**src/rtl/tess_pkg.sv**
```systemverilog
// ----------------------------------------------------------------------------
// tess_pkg
// Shared types and constants for the timed event slot scheduler.
// ----------------------------------------------------------------------------
package tess_pkg;

    localparam int SLOTS_DEF  = 16;
    localparam int MAX_FIRED  = 16;
    localparam int NF_W       = $clog2(MAX_FIRED + 1);
    localparam int TIME_W     = 32;
    localparam int TAG_W      = 16;
    localparam int GEN_W      = 16;
    localparam int HIDX_W     = 16;
    localparam int SLOT_IDX_W = 6;
    localparam int REQ_W      = 2;

    localparam logic [REQ_W-1:0] REQ_SCHED  = 2'd0;
    localparam logic [REQ_W-1:0] REQ_CANCEL = 2'd1;
    localparam logic [REQ_W-1:0] REQ_TICK   = 2'd2;

    typedef enum logic [1:0] {
        ST_IDLE,
        ST_SCAN,
        ST_SUM
    } state_t;

    typedef struct packed {
        logic load;
        logic rd_en;
        logic chk_en;
        logic sum_en;
    } dp_cmd_t;

endpackage

```
**src/rtl/tess_ctrl.sv**
```systemverilog
// ----------------------------------------------------------------------------
// tess_ctrl
// Request sequencer: accepts a request, steps the slot scan one slot per
// cycle and triggers the summary.
// ----------------------------------------------------------------------------
module tess_ctrl #(
    parameter int SLOTS = tess_pkg::SLOTS_DEF
) (
    input  logic                                   clk,
    input  logic                                   rst_n,
    input  logic                                   start,
    output logic                                   busy,
    output tess_pkg::dp_cmd_t                      cmd,
    output logic [((SLOTS > 1) ? $clog2(SLOTS) : 1)-1:0] rd_idx,
    output logic [((SLOTS > 1) ? $clog2(SLOTS) : 1)-1:0] chk_idx
);

    localparam int IDX_W = (SLOTS > 1) ? $clog2(SLOTS) : 1;
    localparam int CNT_W = $clog2(SLOTS + 1);

    tess_pkg::state_t   state_reg, state_next;
    logic [CNT_W-1:0]   cnt_reg, cnt_next;
    logic               chk_en_reg, chk_en_next;
    logic [IDX_W-1:0]   chk_idx_reg, chk_idx_next;
    logic               rd_valid;

    assign rd_idx   = cnt_reg[IDX_W-1:0];
    assign rd_valid = (cnt_reg < CNT_W'(SLOTS));
    assign chk_idx  = chk_idx_reg;
    assign busy     = (state_reg != tess_pkg::ST_IDLE);

    always_ff @(posedge clk or negedge rst_n)
    begin
        if (!rst_n)
        begin
            state_reg  <= tess_pkg::ST_IDLE;
            cnt_reg    <= '0;
            chk_en_reg <= 1'b0;
        end
        else
        begin
            state_reg  <= state_next;
            cnt_reg    <= cnt_next;
            chk_en_reg <= chk_en_next;
        end
    end

    always_ff @(posedge clk)
    begin
        chk_idx_reg <= chk_idx_next;
    end

    always_comb
    begin
        state_next   = state_reg;
        cnt_next     = cnt_reg;
        chk_en_next  = 1'b0;
        chk_idx_next = rd_idx;
        cmd          = '0;
        cmd.chk_en   = chk_en_reg;
        case (state_reg)
            tess_pkg::ST_IDLE:
            begin
                if (start)
                begin
                    cmd.load   = 1'b1;
                    cnt_next   = '0;
                    state_next = tess_pkg::ST_SCAN;
                end
            end
            tess_pkg::ST_SCAN:
            begin
                if (rd_valid)
                begin
                    cmd.rd_en   = 1'b1;
                    chk_en_next = 1'b1;
                    cnt_next    = cnt_reg + 1'b1;
                end
                else
                begin
                    state_next = tess_pkg::ST_SUM;
                end
            end
            tess_pkg::ST_SUM:
            begin
                cmd.sum_en = 1'b1;
                state_next = tess_pkg::ST_IDLE;
            end
            default:
            begin
                state_next = tess_pkg::ST_IDLE;
            end
        endcase
    end

endmodule

```
**src/rtl/tess_dpath.sv**
```systemverilog
// ----------------------------------------------------------------------------
// tess_dpath
// Slot table and scan datapath: allocation, cancel, firing and
// next-deadline selection, one slot per cycle; result registers.
// ----------------------------------------------------------------------------
module tess_dpath #(
    parameter int SLOTS = tess_pkg::SLOTS_DEF
) (
    input  logic                                   clk,
    input  logic                                   rst_n,
    input  tess_pkg::dp_cmd_t                      cmd,
    input  logic [((SLOTS > 1) ? $clog2(SLOTS) : 1)-1:0] rd_idx,
    input  logic [((SLOTS > 1) ? $clog2(SLOTS) : 1)-1:0] chk_idx,
    input  logic [tess_pkg::REQ_W-1:0]             req_type,
    input  logic [tess_pkg::TIME_W-1:0]            current_time,
    input  logic [tess_pkg::TIME_W-1:0]            deadline,
    input  logic [tess_pkg::TAG_W-1:0]             event_tag,
    input  logic [tess_pkg::HIDX_W-1:0]            handle_index,
    input  logic [tess_pkg::GEN_W-1:0]             handle_generation,
    output logic                                   result_valid,
    output logic                                   result_kind,
    output logic                                   status,
    output logic [tess_pkg::SLOT_IDX_W-1:0]        slot_index,
    output logic [tess_pkg::GEN_W-1:0]             slot_generation,
    output logic [tess_pkg::TAG_W-1:0]             fired_tag,
    output logic [tess_pkg::TIME_W-1:0]            next_deadline,
    output logic                                   next_valid,
    output logic                                   fire_now,
    output logic                                   last
);

    localparam int IDX_W = (SLOTS > 1) ? $clog2(SLOTS) : 1;

    // request registers
    logic [tess_pkg::REQ_W-1:0]   req_reg;
    logic [tess_pkg::TIME_W-1:0]  now_reg;
    logic [tess_pkg::TIME_W-1:0]  dl_reg;
    logic [tess_pkg::TAG_W-1:0]   tag_reg;
    logic [tess_pkg::HIDX_W-1:0]  hidx_reg;
    logic [tess_pkg::GEN_W-1:0]   hgen_reg;

    // slot table
    logic [SLOTS-1:0]             pending_reg, pending_next;
    logic [SLOTS-1:0]             gen_ok_reg, gen_ok_next;
    logic [tess_pkg::TIME_W-1:0]  dl_mem  [SLOTS];
    logic [tess_pkg::TAG_W-1:0]   tag_mem [SLOTS];
    logic [tess_pkg::GEN_W-1:0]   gen_mem [SLOTS];
    logic [tess_pkg::TIME_W-1:0]  dl_q;
    logic [tess_pkg::TAG_W-1:0]   tag_q;
    logic [tess_pkg::GEN_W-1:0]   gen_q;

    // scan state
    logic [tess_pkg::NF_W-1:0]    nfired_reg, nfired_next;
    logic                         alloc_done_reg, alloc_done_next;
    logic                         status_reg, status_next;
    logic [IDX_W-1:0]             s_idx_reg, s_idx_next;
    logic [tess_pkg::GEN_W-1:0]   s_gen_reg, s_gen_next;
    logic                         found_reg, found_next;
    logic                         lock_reg, lock_next;
    logic [tess_pkg::TIME_W-1:0]  best_dt_reg, best_dt_next;
    logic [tess_pkg::TIME_W-1:0]  ts_reg, ts_next;

    // check stage
    logic                         pend;
    logic [tess_pkg::GEN_W-1:0]   gen_cur;
    logic [tess_pkg::GEN_W-1:0]   gen_inc;
    logic [tess_pkg::GEN_W-1:0]   gen_new;
    logic                         alloc;
    logic                         fire;
    logic                         pend_eff;
    logic [tess_pkg::TIME_W-1:0]  dl_eff;
    logic [tess_pkg::TIME_W-1:0]  due_diff;
    logic [tess_pkg::TIME_W-1:0]  dt;
    logic [tess_pkg::TIME_W-1:0]  sum_diff;

    // result registers
    logic                         out_valid_reg, out_valid_next;
    logic                         kind_reg, kind_next;
    logic                         ostat_reg, ostat_next;
    logic [tess_pkg::SLOT_IDX_W-1:0] oidx_reg, oidx_next;
    logic [tess_pkg::GEN_W-1:0]   ogen_reg, ogen_next;
    logic [tess_pkg::TAG_W-1:0]   otag_reg, otag_next;
    logic [tess_pkg::TIME_W-1:0]  ond_reg, ond_next;
    logic                         onv_reg, onv_next;
    logic                         ofn_reg, ofn_next;
    logic                         olast_reg, olast_next;

    assign result_valid    = out_valid_reg;
    assign result_kind     = kind_reg;
    assign status          = ostat_reg;
    assign slot_index      = oidx_reg;
    assign slot_generation = ogen_reg;
    assign fired_tag       = otag_reg;
    assign next_deadline   = ond_reg;
    assign next_valid      = onv_reg;
    assign fire_now        = ofn_reg;
    assign last            = olast_reg;

    always_ff @(posedge clk)
    begin
        if (cmd.load)
        begin
            req_reg  <= req_type;
            now_reg  <= current_time;
            dl_reg   <= deadline;
            tag_reg  <= event_tag;
            hidx_reg <= handle_index;
            hgen_reg <= handle_generation;
        end
    end

    // slot memories: one write at the check slot, one read at the next slot
    always_ff @(posedge clk)
    begin
        if (alloc)
        begin
            dl_mem[chk_idx]  <= dl_reg;
            tag_mem[chk_idx] <= tag_reg;
            gen_mem[chk_idx] <= gen_new;
        end
        if (cmd.rd_en)
        begin
            dl_q  <= dl_mem[rd_idx];
            tag_q <= tag_mem[rd_idx];
            gen_q <= gen_mem[rd_idx];
        end
    end

    always_ff @(posedge clk or negedge rst_n)
    begin
        if (!rst_n)
        begin
            pending_reg    <= '0;
            gen_ok_reg     <= '0;
            nfired_reg     <= '0;
            alloc_done_reg <= 1'b0;
            status_reg     <= 1'b0;
            found_reg      <= 1'b0;
            lock_reg       <= 1'b0;
            out_valid_reg  <= 1'b0;
        end
        else
        begin
            pending_reg    <= pending_next;
            gen_ok_reg     <= gen_ok_next;
            nfired_reg     <= nfired_next;
            alloc_done_reg <= alloc_done_next;
            status_reg     <= status_next;
            found_reg      <= found_next;
            lock_reg       <= lock_next;
            out_valid_reg  <= out_valid_next;
        end
    end

    always_ff @(posedge clk)
    begin
        s_idx_reg   <= s_idx_next;
        s_gen_reg   <= s_gen_next;
        best_dt_reg <= best_dt_next;
        ts_reg      <= ts_next;
        kind_reg    <= kind_next;
        ostat_reg   <= ostat_next;
        oidx_reg    <= oidx_next;
        ogen_reg    <= ogen_next;
        otag_reg    <= otag_next;
        ond_reg     <= ond_next;
        onv_reg     <= onv_next;
        ofn_reg     <= ofn_next;
        olast_reg   <= olast_next;
    end

    assign pend     = pending_reg[chk_idx];
    assign gen_cur  = gen_ok_reg[chk_idx] ? gen_q : '0;
    assign gen_inc  = gen_cur + 1'b1;
    assign gen_new  = (gen_inc == '0) ? tess_pkg::GEN_W'(1) : gen_inc;
    assign due_diff = now_reg - dl_q;
    assign dt       = dl_eff - now_reg;
    assign sum_diff = now_reg - ts_reg;

    always_comb
    begin
        pending_next    = pending_reg;
        gen_ok_next     = gen_ok_reg;
        nfired_next     = nfired_reg;
        alloc_done_next = alloc_done_reg;
        status_next     = status_reg;
        s_idx_next      = s_idx_reg;
        s_gen_next      = s_gen_reg;
        found_next      = found_reg;
        lock_next       = lock_reg;
        best_dt_next    = best_dt_reg;
        ts_next         = ts_reg;
        alloc           = 1'b0;
        fire            = 1'b0;
        pend_eff        = pend;
        dl_eff          = dl_q;

        if (cmd.load)
        begin
            status_next     = (req_type != tess_pkg::REQ_TICK);
            s_idx_next      = '0;
            s_gen_next      = '0;
            nfired_next     = '0;
            alloc_done_next = 1'b0;
            found_next      = 1'b0;
            lock_next       = 1'b0;
            best_dt_next    = '0;
            ts_next         = '0;
        end
        else if (cmd.chk_en)
        begin
            case (req_reg)
                tess_pkg::REQ_SCHED:
                begin
                    if (!alloc_done_reg && !pend)
                    begin
                        alloc                 = 1'b1;
                        alloc_done_next       = 1'b1;
                        pending_next[chk_idx] = 1'b1;
                        gen_ok_next[chk_idx]  = 1'b1;
                        status_next           = 1'b0;
                        s_idx_next            = chk_idx;
                        s_gen_next            = gen_new;
                        pend_eff              = 1'b1;
                        dl_eff                = dl_reg;
                    end
                end
                tess_pkg::REQ_CANCEL:
                begin
                    if (pend && (hgen_reg != '0) && (gen_cur == hgen_reg) &&
                        (hidx_reg == tess_pkg::HIDX_W'(chk_idx)))
                    begin
                        pending_next[chk_idx] = 1'b0;
                        status_next           = 1'b0;
                        pend_eff              = 1'b0;
                    end
                end
                tess_pkg::REQ_TICK:
                begin
                    if (pend && !due_diff[tess_pkg::TIME_W-1] &&
                        (nfired_reg < tess_pkg::NF_W'(tess_pkg::MAX_FIRED)))
                    begin
                        fire                  = 1'b1;
                        pending_next[chk_idx] = 1'b0;
                        nfired_next           = nfired_reg + 1'b1;
                        pend_eff              = 1'b0;
                    end
                end
                default:
                begin
                end
            endcase

            // first overdue slot wins outright, else nearest future one
            if (pend_eff && !lock_reg)
            begin
                if (dt[tess_pkg::TIME_W-1])
                begin
                    ts_next    = dl_eff;
                    found_next = 1'b1;
                    lock_next  = 1'b1;
                end
                else if (!found_reg || (dt < best_dt_reg))
                begin
                    best_dt_next = dt;
                    ts_next      = dl_eff;
                    found_next   = 1'b1;
                end
            end
        end
    end

    always_comb
    begin
        out_valid_next = fire | cmd.sum_en;
        kind_next      = 1'b0;
        ostat_next     = 1'b0;
        oidx_next      = '0;
        ogen_next      = '0;
        otag_next      = '0;
        ond_next       = '0;
        onv_next       = 1'b0;
        ofn_next       = 1'b0;
        olast_next     = 1'b0;
        if (fire)
        begin
            kind_next = 1'b1;
            oidx_next = tess_pkg::SLOT_IDX_W'(chk_idx);
            otag_next = tag_q;
        end
        else if (cmd.sum_en)
        begin
            ostat_next = status_reg;
            oidx_next  = tess_pkg::SLOT_IDX_W'(s_idx_reg);
            ogen_next  = s_gen_reg;
            ond_next   = found_reg ? ts_reg : '0;
            onv_next   = found_reg;
            ofn_next   = found_reg && !sum_diff[tess_pkg::TIME_W-1];
            olast_next = 1'b1;
        end
    end

    a_fire_limit: assert property (@(posedge clk) disable iff (!rst_n)
        nfired_reg <= tess_pkg::NF_W'(tess_pkg::MAX_FIRED))
        else $error("fire count beyond limit");

    a_sum_last: assert property (@(posedge clk) disable iff (!rst_n)
        cmd.sum_en |=> (result_valid && last && !result_kind))
        else $error("summary not delivered as final result");

    a_fire_tick: assert property (@(posedge clk) disable iff (!rst_n)
        (result_valid && result_kind) |-> (req_reg == tess_pkg::REQ_TICK && !last))
        else $error("fired event outside a tick");

    a_lock_found: assert property (@(posedge clk) disable iff (!rst_n)
        lock_reg |-> found_reg)
        else $error("overdue lock without a chosen slot");

    a_alloc_free: assert property (@(posedge clk) disable iff (!rst_n)
        alloc |-> (req_reg == tess_pkg::REQ_SCHED && !pend && !alloc_done_reg))
        else $error("allocation of a busy slot");

endmodule

```
**src/rtl/timed_event_slot_scheduler.sv**
```systemverilog
// ----------------------------------------------------------------------------
// timed_event_slot_scheduler
// Event slot table with generation-checked handles: schedule, cancel and
// tick requests, fired-event results and a next-deadline summary.
// ----------------------------------------------------------------------------
// A request is taken when start is high and busy is low. Busy then stays
// high while the request runs through the ST_SCAN and ST_SUM states: the
// table is scanned one slot per cycle through the slot memories, with a read
// of the next slot overlapping the check of the current one, and ST_SUM
// then forms the summary. A tick delivers each fired event on result_valid
// as its slot is checked, at most one per cycle and at most 16 per tick; the
// summary, with last high, follows once the scan is done. Every result is
// shown for exactly one cycle and must be captured then, as it cannot be held
// off. Results come in slot order, and the summary is always the final one.
// ----------------------------------------------------------------------------
module timed_event_slot_scheduler #(
    parameter int SLOTS = tess_pkg::SLOTS_DEF
) (
    input  logic                             clk,
    input  logic                             rst_n,
    input  logic                             start,
    output logic                             busy,
    input  logic [tess_pkg::REQ_W-1:0]       req_type,
    input  logic [tess_pkg::TIME_W-1:0]      current_time,
    input  logic [tess_pkg::TIME_W-1:0]      deadline,
    input  logic [tess_pkg::TAG_W-1:0]       event_tag,
    input  logic [tess_pkg::HIDX_W-1:0]      handle_index,
    input  logic [tess_pkg::GEN_W-1:0]       handle_generation,
    output logic                             result_valid,
    output logic                             result_kind,
    output logic                             status,
    output logic [tess_pkg::SLOT_IDX_W-1:0]  slot_index,
    output logic [tess_pkg::GEN_W-1:0]       slot_generation,
    output logic [tess_pkg::TAG_W-1:0]       fired_tag,
    output logic [tess_pkg::TIME_W-1:0]      next_deadline,
    output logic                             next_valid,
    output logic                             fire_now,
    output logic                             last
);

    localparam int IDX_W = (SLOTS > 1) ? $clog2(SLOTS) : 1;

    tess_pkg::dp_cmd_t  cmd;
    logic [IDX_W-1:0]   rd_idx;
    logic [IDX_W-1:0]   chk_idx;

    tess_ctrl #(
        .SLOTS   (SLOTS)
    ) u_ctrl (
        .clk     (clk),
        .rst_n   (rst_n),
        .start   (start),
        .busy    (busy),
        .cmd     (cmd),
        .rd_idx  (rd_idx),
        .chk_idx (chk_idx)
    );

    tess_dpath #(
        .SLOTS             (SLOTS)
    ) u_dpath (
        .clk               (clk),
        .rst_n             (rst_n),
        .cmd               (cmd),
        .rd_idx            (rd_idx),
        .chk_idx           (chk_idx),
        .req_type          (req_type),
        .current_time      (current_time),
        .deadline          (deadline),
        .event_tag         (event_tag),
        .handle_index      (handle_index),
        .handle_generation (handle_generation),
        .result_valid      (result_valid),
        .result_kind       (result_kind),
        .status            (status),
        .slot_index        (slot_index),
        .slot_generation   (slot_generation),
        .fired_tag         (fired_tag),
        .next_deadline     (next_deadline),
        .next_valid        (next_valid),
        .fire_now          (fire_now),
        .last              (last)
    );

endmodule

```
**config.mk**
```make
export PLATFORM = sky130hd
export DESIGN_NAME = timed_event_slot_scheduler
export DESIGN_NICKNAME = d
export VERILOG_FILES = /design/src/rtl/tess_pkg.sv /design/src/rtl/tess_ctrl.sv /design/src/rtl/tess_dpath.sv /design/src/rtl/timed_event_slot_scheduler.sv
export SDC_FILE = /design/constraint.sdc
export NUM_CORES = 2
export LEC_CHECK = 0
export ABC_CLOCK_PERIOD_IN_PS = 16930
export BUFFER_PORTS_ARGS = -buffer_cell sky130_fd_sc_hd__buf_2
export CORE_ASPECT_RATIO = 1.2
export CORE_MARGIN = 5
export CORE_UTILIZATION = 35
export CTS_BUF_LIST = sky130_fd_sc_hd__clkbuf_8
export DETAILED_ROUTE_END_ITERATION = 12
export SYNTH_ARGS = -nofsm -noshare
export SYNTH_HDL_FRONTEND = slang
export SYNTH_HIERARCHICAL = 1
export SYNTH_SLANG_ARGS = --single-unit
```
**constraint.sdc**
```tcl
create_clock -name clk -period 16.93 [get_ports clk]
set_input_delay 1.693 -clock clk [delete_from_list [all_inputs] [get_ports clk]]
set_output_delay 1.693 -clock clk [all_outputs]
set_load 0.1 [all_outputs]
```
# == After elaboration in Yosys (flattened, before gate mapping) ==
# Memory sizes are Yosys's and may differ from the RTL's. A register that Yosys moved wholly into a read port is not among the register bits.
# Index checks and enable logic that the tools add are counted.
# totals
regBits,326
ramBits,1024
input_bits,117
output_inout_bits,77
word_cells,188
mem_count,3
# mem_list
name,depth,word_bits,rd,rd_ports_with_merged_regs,write_ports,line,rtl
u_dpath.dl_mem,16,32,1,1,1,tess_dpath.sv:45,logic [tess_pkg::TIME_W-1:0] dl_mem [SLOTS];
u_dpath.gen_mem,16,16,1,1,1,tess_dpath.sv:47,logic [tess_pkg::GEN_W-1:0] gen_mem [SLOTS];
u_dpath.tag_mem,16,16,1,1,1,tess_dpath.sv:46,logic [tess_pkg::TAG_W-1:0] tag_mem [SLOTS];
# classes
add_sub_neg,6
magnitude_cmp,5
eq_ne,15
n_mux,71
bitwise,9
n_reduce_logical,47
# op_table
op,count
2-to-1 mux 32 bit,6
subtractor 32 bit,3
2-to-1 mux 16 bit,5
one-hot mux 16 bit (3 select lines),1
2-to-1 mux 1 bit,42
less-than comparator 32 x 31 -> 1 bit,1
bitwise OR 16 bit,2
2-to-1 mux 5 bit,6
AND reduction 3 bit,7
nonzero test 2 bit,10
"adder 16 x 1 -> 16 bit, second input constant",1
AND 16 bit,1
equality test 16 bit,1
equality test 16 x 4 -> 1 bit,1
zero test 16 bit,1
inverter 16 bit,1
nonzero test 16 bit,1
AND reduction 4 bit,3
"adder 5 x 1 -> 5 bit, second input constant",2
"less-than comparator 5 bit, second input constant",2
one-hot mux 5 bit (2 select lines),1
logical AND 1 bit,9
nonzero test 3 bit,3
binary-select mux 1 bit (select 4 bit),2
22 further kinds,41

# == Logic depth before layout (Yosys ltp) ==
# depth
word_depth,16
mapped_depth,30
mapped_depth_nobuf,25

# == Hierarchy ==
# Netlist, hierarchy kept.
# by_module_without_submodules
mod,instances,cells_per_inst,area_each_um2,seq_area_each_um2
tess_dpath,1,3096,56366.6,40268.6
tess_ctrl,1,40,490.5,280.3

# == Least setup slack after synthesis ==
# Ideal clock, no wire load.
# synth_path
path_kind,in2reg
from,input start
to,register u_dpath/best_dt_reg[13] in the netlist's numbering
setup_ps,70
t_arrival_ps,11522
t_required_ps,16860
path_slack_ps,5338
path_stages,28
n_path_buf,5
path_cell_list,nor3b_2 -> clkbuf_1 -> or3_1 -> clkbuf_1 -> buf_1 -> mux2_2 -> ha_1 -> o21a_1 -> o31a_1 -> o2111ai_1 -> a21boi_0 -> o21ai_0 -> a21boi_0 -> o21a_1 -> or3_1 -> and2_1 -> ha_1 -> a21o_1 -> a21o_1 -> a21oi_1 -> nand2_1 -> o21ai_0 -> a41o_1 -> and3_1 -> clkbuf_1 -> clkbuf_1 -> nand4_1 -> a21oi_1
# synth_between
elab_chain_cells,7
# synth_rtl
element,line,rtl
start: declaration,timed_event_slot_scheduler.sv:21,"input logic start,"
2-to-1 mux 1 bit *,tess_ctrl.sv:64,if (start)
2-to-1 mux 1 bit *,tess_ctrl.sv:61,case (state_reg)
2-to-1 mux 32 bit *,tess_dpath.sv:198,if (cmd.load)
subtractor 32 bit *,tess_dpath.sv:177,assign dt = dl_eff - now_reg;
via u_dpath.dt (one bit),tess_dpath.sv:73,logic [tess_pkg::TIME_W-1:0] dt;
less-than comparator 32 x 31 -> 1 bit,tess_dpath.sv:263,else if (!found_reg || (dt < best_dt_reg))
logical OR 1 bit,tess_dpath.sv:263,
AND reduction 4 bit (no source line),n/a,
end signal: assignment,tess_dpath.sv:159,best_dt_reg <= best_dt_next;
end: declaration,tess_dpath.sv:60,"logic [tess_pkg::TIME_W-1:0] best_dt_reg, best_dt_next;"
# The timed path passes the listed nets; every way through them passes the cells marked *.
# A chain may end at the register's enable or synchronous reset.

# == Final worst setup path ==
# layout_path
from,"register u_ctrl.chk_idx_reg[3], in the netlist u_ctrl/chk_idx[3]"
to,register u_dpath/best_dt_reg[30] in the netlist's numbering
# layout_between
elab_chain_cells,12
# layout_rtl
element,line,rtl
start: declaration,tess_ctrl.sv:24,"logic [IDX_W-1:0] chk_idx_reg, chk_idx_next;"
start signal: assignment,tess_ctrl.sv:50,chk_idx_reg <= chk_idx_next;
binary-select mux 1 bit (select 4 bit),tess_dpath.sv:172,assign pend = pending_reg[chk_idx];
2-to-1 mux 1 bit (implied by the code),tess_dpath.sv:172,
zero test 1 bit,tess_dpath.sv:215,if (!alloc_done_reg && !pend)
logical AND 1 bit,tess_dpath.sv:215,
2-to-1 mux 32 bit,tess_dpath.sv:215,
2-to-1 mux 32 bit,tess_dpath.sv:212,case (req_reg)
2-to-1 mux 32 bit,tess_dpath.sv:210,else if (cmd.chk_en)
2-to-1 mux 32 bit,tess_dpath.sv:198,
subtractor 32 bit,tess_dpath.sv:177,
via u_dpath.dt (one bit),tess_dpath.sv:73,
less-than comparator 32 x 31 -> 1 bit,tess_dpath.sv:263,
logical OR 1 bit,tess_dpath.sv:263,
AND reduction 4 bit (no source line),n/a,
# The timed path passes the listed nets, and every way through them passes these cells. The select of a mux whose other input is x is not followed.

==> reports/qor.yml <==
worst_setup_path:
  cpPeakStageDelay_ns: 0.95
  worst_ep_required_time_ns: 17.65
  arrival_ns: 9.67
  cp-end-kind: "flop"
  endpoint: "u_dpath/best_dt_reg[30]"
  rr_worst_depth: 26
  r2r-start: "u_ctrl/chk_idx[3]"
  crit_start: "u_ctrl/chk_idx[3]"
  reg2reg_slack_ns: 7.98
  crit_path_top_delay_cell: "or3_2"
  cp_common_cell: "o21ai_0"
  crit_path_start_kind: "flop"
  crit_type: "reg2reg"
  path_max_fanout: 39
  reg2reg_to: "u_dpath/best_dt_reg[30]"
clock_network:
  cts_root_buf: "clkbuf_8"
  htree_levels: 4
  path_clk_slew_ns: 0.06
  hold_buffers: 0
  postCtsSetupBuffers: 0
  clock-sinks: 1412
  cts_tree: "built"
  cts_made_buffers: 212
  cts-resized-gates: 0
  clock_latency_ns: 0.91
  clock_path_buffers: 3
timing:
  clock_skew_ns: 0.05154
  rsz0062_at_grt: "no"
  fin_tns_setup_ns: 0
  report.final.hold_viol_count: 0
  drv_slew: 0
  max-slew-margin-rel_pct: 18.36
  fin_crit_ns: 8.948
  fin_crit_sh_pct: 52.85
  setup_violations: 0
  worstMarginPinSlew_ns: 1.222
  max_freq_ghz: 0.1118
  fin_ws_ns: 7.982
grt:
  antenna_found_initial: 17
  grt_max_degree: 148
  grt_pass1_wl_um: 203300
  overflow: 0
  grt_pass1_vias: 30550
  grt_use_total_pct: 16.11
routing:
  avgRoutedWirePerCell_um: 24.06
  first_pass_iters: 8
  drtIter0Drc: 2336
  drt-total-wl_um: 138700
  vias: 29840
  drcViolationCount: 0
  viasPerCell: 5.176
  drt.antenna.violating_nets: 0
power:
  power.density_nw_per_um2: 173.9
  p_leak_nw: 22.30
  vdd_ir_drop_max_uv: 217.6
logic_synthesis:
  ys_warn_count: 6
  netlist_top_cells_area: "edfxtp_1 (63%), mux4_2 (13%), dfxtp_1 (5.6%), ha_1 (2.8%), dfrtp_1 (2.2%)"
  syn_area_per_cell_um2: 18.13
  syn_inst: 3136
  synth_edf_count: 1202
  ys_ff_latch: 1412
  syn_area_um2: 56860
  synth.distinct_cells: 77
  yosysTopAreaCellShare_pct: 63.48
  async_reset_ff_share_pct: 3.541
  yosysTopAreaCell: "edfxtp_1"
  synth-main-ff-cell: "edfxtp_1"
  yosysSeqAreaShare_pct: 71.32
place:
  place_congestion: 0.7969
  placed_cell_area_um2: 60460
  hpwl_um: 79440
  pre_cts_slack_ns: 7.892
  io_buffer_count: 191
finish:
  synthToLayoutAreaGrowth_pct: 13.63
  nets: 3691
  fillers: 14480
  multi_input_area_um2: 15220
  register_area_um2: 40560
  top_regs: "u_dpath/dl_mem: 512 flops, u_dpath/gen_mem: 256 flops, u_dpath/tag_mem: 256 flops"
  max_flop_register: "u_dpath/dl_mem"
  design_area_um2: 64610
  layout-drive-gt1-share_pct: 26.33
  largest_register_ffs: 512
floorplan:
  die_w_um: 377.9
  rows: 162
  die_area_um2: 170600
  core_area_um2: 162000
  initial_core_util_pct: 35.11
  die_y_um: 451.5
  pin_count: 194
outcome:
  status: "completed"
min_path:
  hp-class: "reg2reg"
  holdPathStages: 1
run:
  cap_violations: 0
## cells in the mapped netlist (37+ instances only)
cell / count
mux2i_1: 38
dfxtp_1: 160
inv_1: 146
ha_1: 128
mux4_2: 326
clkbuf_1: 100
nand2_1: 80
edfxtp_1: 1202
and2_1: 41
a21oi_1: 136
o21ai_0: 73
nand3_1: 39
xnor2_1: 37
dfrtp_1: 50
nor2_1: 91
and3_1: 49
## logic make-up (layout without fill, tap and decap cells)
group	count (synthesis)	in the layout	share of synthesized area, %
other	1	8	0.006595
buffers and inverters	308	798	2.159
xor gates and xnor gates	47	47	0.7240
and+or+nand+nor	429	429	3.966
DFF	1412	1412	71.32
muxes	397	397	14.24
adders and majority gates	129	129	2.852
AOI/OAI and AO/OA	413	413	4.740
## where the power goes
group	internal [W]	switching [W]
Clock	0.00138	0.00133
Combinational	0.00157	0.00216
Sequential	0.00444	0.000361
Total	0.00738	0.00385
## cell usage in the layout, fill, tap and decap left out, types with 9 or more instances in the layout
| cell type | count |
|---|---|
| clkbuf_8 | 224 |
| a211oi_1 | 13 |
| buf_4 | 64 |
| nand2b_1 | 16 |
| nor2_1 | 79 |
| nor3_1 | 12 |
| a311oi_1 | 34 |
| inv_1 | 198 |
| bufinv_16 | 9 |
| mux2i_1 | 38 |
| nand2_1 | 80 |
| and3_1 | 49 |
| or2_2 | 27 |
| a21o_1 | 33 |
| mux4_2 | 326 |
| nand4_1 | 20 |
| o31ai_1 | 17 |
| o21a_1 | 14 |
| clkinv_2 | 29 |
| dfxtp_1 | 160 |
| mux2_2 | 33 |
| a21oi_1 | 136 |
| nand3_1 | 39 |
| xnor2_1 | 37 |
| buf_2 | 191 |
| o41ai_1 | 16 |
| and2_1 | 41 |
| ha_1 | 128 |
| clkinv_1 | 63 |
| nor2_4 | 12 |
| xor2_1 | 10 |
| a31oi_1 | 14 |
| dfrtp_1 | 46 |
| nor2b_1 | 11 |
| o21ai_0 | 73 |
| edfxtp_1 | 1202 |
## critical path: cells and delay by family (launching register included)
kind,cells,cell delay [ns]
compound gates,15,3.46
simple gates,7,3.03
flops,1,0.70
fa+ha+maj,2,0.55
buf+inv,1,0.53
mux,1,0.44
## final cells by class
type                            instances  area share [%]
Sequential cell                      1412           62.79
Multi-Input combinational cell       1417           23.57
Clock buffer                          224           4.772
Tap cell                             2132           4.129
Timing Repair Buffer                  256           2.254
Clock inverter                        172           1.621
Inverter                              146          0.8483
Antenna cell                            6         0.02324
## routing by layer
layer | routed length [um] | global-route usage, % | vias up
met1 | 58990 | 21.48 | 15610
met3 | 7404 | 2.982 | 184
met4 | 2595 | 4.623 | 14
li1 | - | - | 13220
met2 | 69630 | 27.15 | 806
met5 | 86 | 0 | -
## metrics by stage
stage                     instances  hold WS (ns)  util, %  total power (W)
final                          5765        0.4501    39.89          0.01124
after global routing           5760        0.4707    39.88          0.01191
after CTS                      5759        0.4483    39.88          0.01139
after detailed placement       5363        0.4420    37.33         0.008660
after global placement         5363        0.4300    37.33         0.008607
after floorplan                3137        0.4086        -         0.007533
## worst min-delay path by stage
| stage | from | endpoint | slack (ns) |
|---|---|---|---|
| after detailed placement | u_dpath/tag_q[0] | u_dpath/fired_tag[0] | 0.44 |
| final | u_dpath/s_gen_reg[3] | u_dpath/slot_generation[3] | 0.45 |
| after CTS | u_dpath/tag_q[2] | u_dpath/fired_tag[2] | 0.45 |
| after global placement | u_dpath/tag_q[8] | u_dpath/fired_tag[8] | 0.43 |
| after floorplan | u_ctrl/cnt_reg[3] | u_ctrl/chk_idx[3] | 0.41 |
| after global routing | u_dpath/tag_q[2] | u_dpath/fired_tag[2] | 0.47 |
No activity file was read; power rests on OpenSTA's default activity.
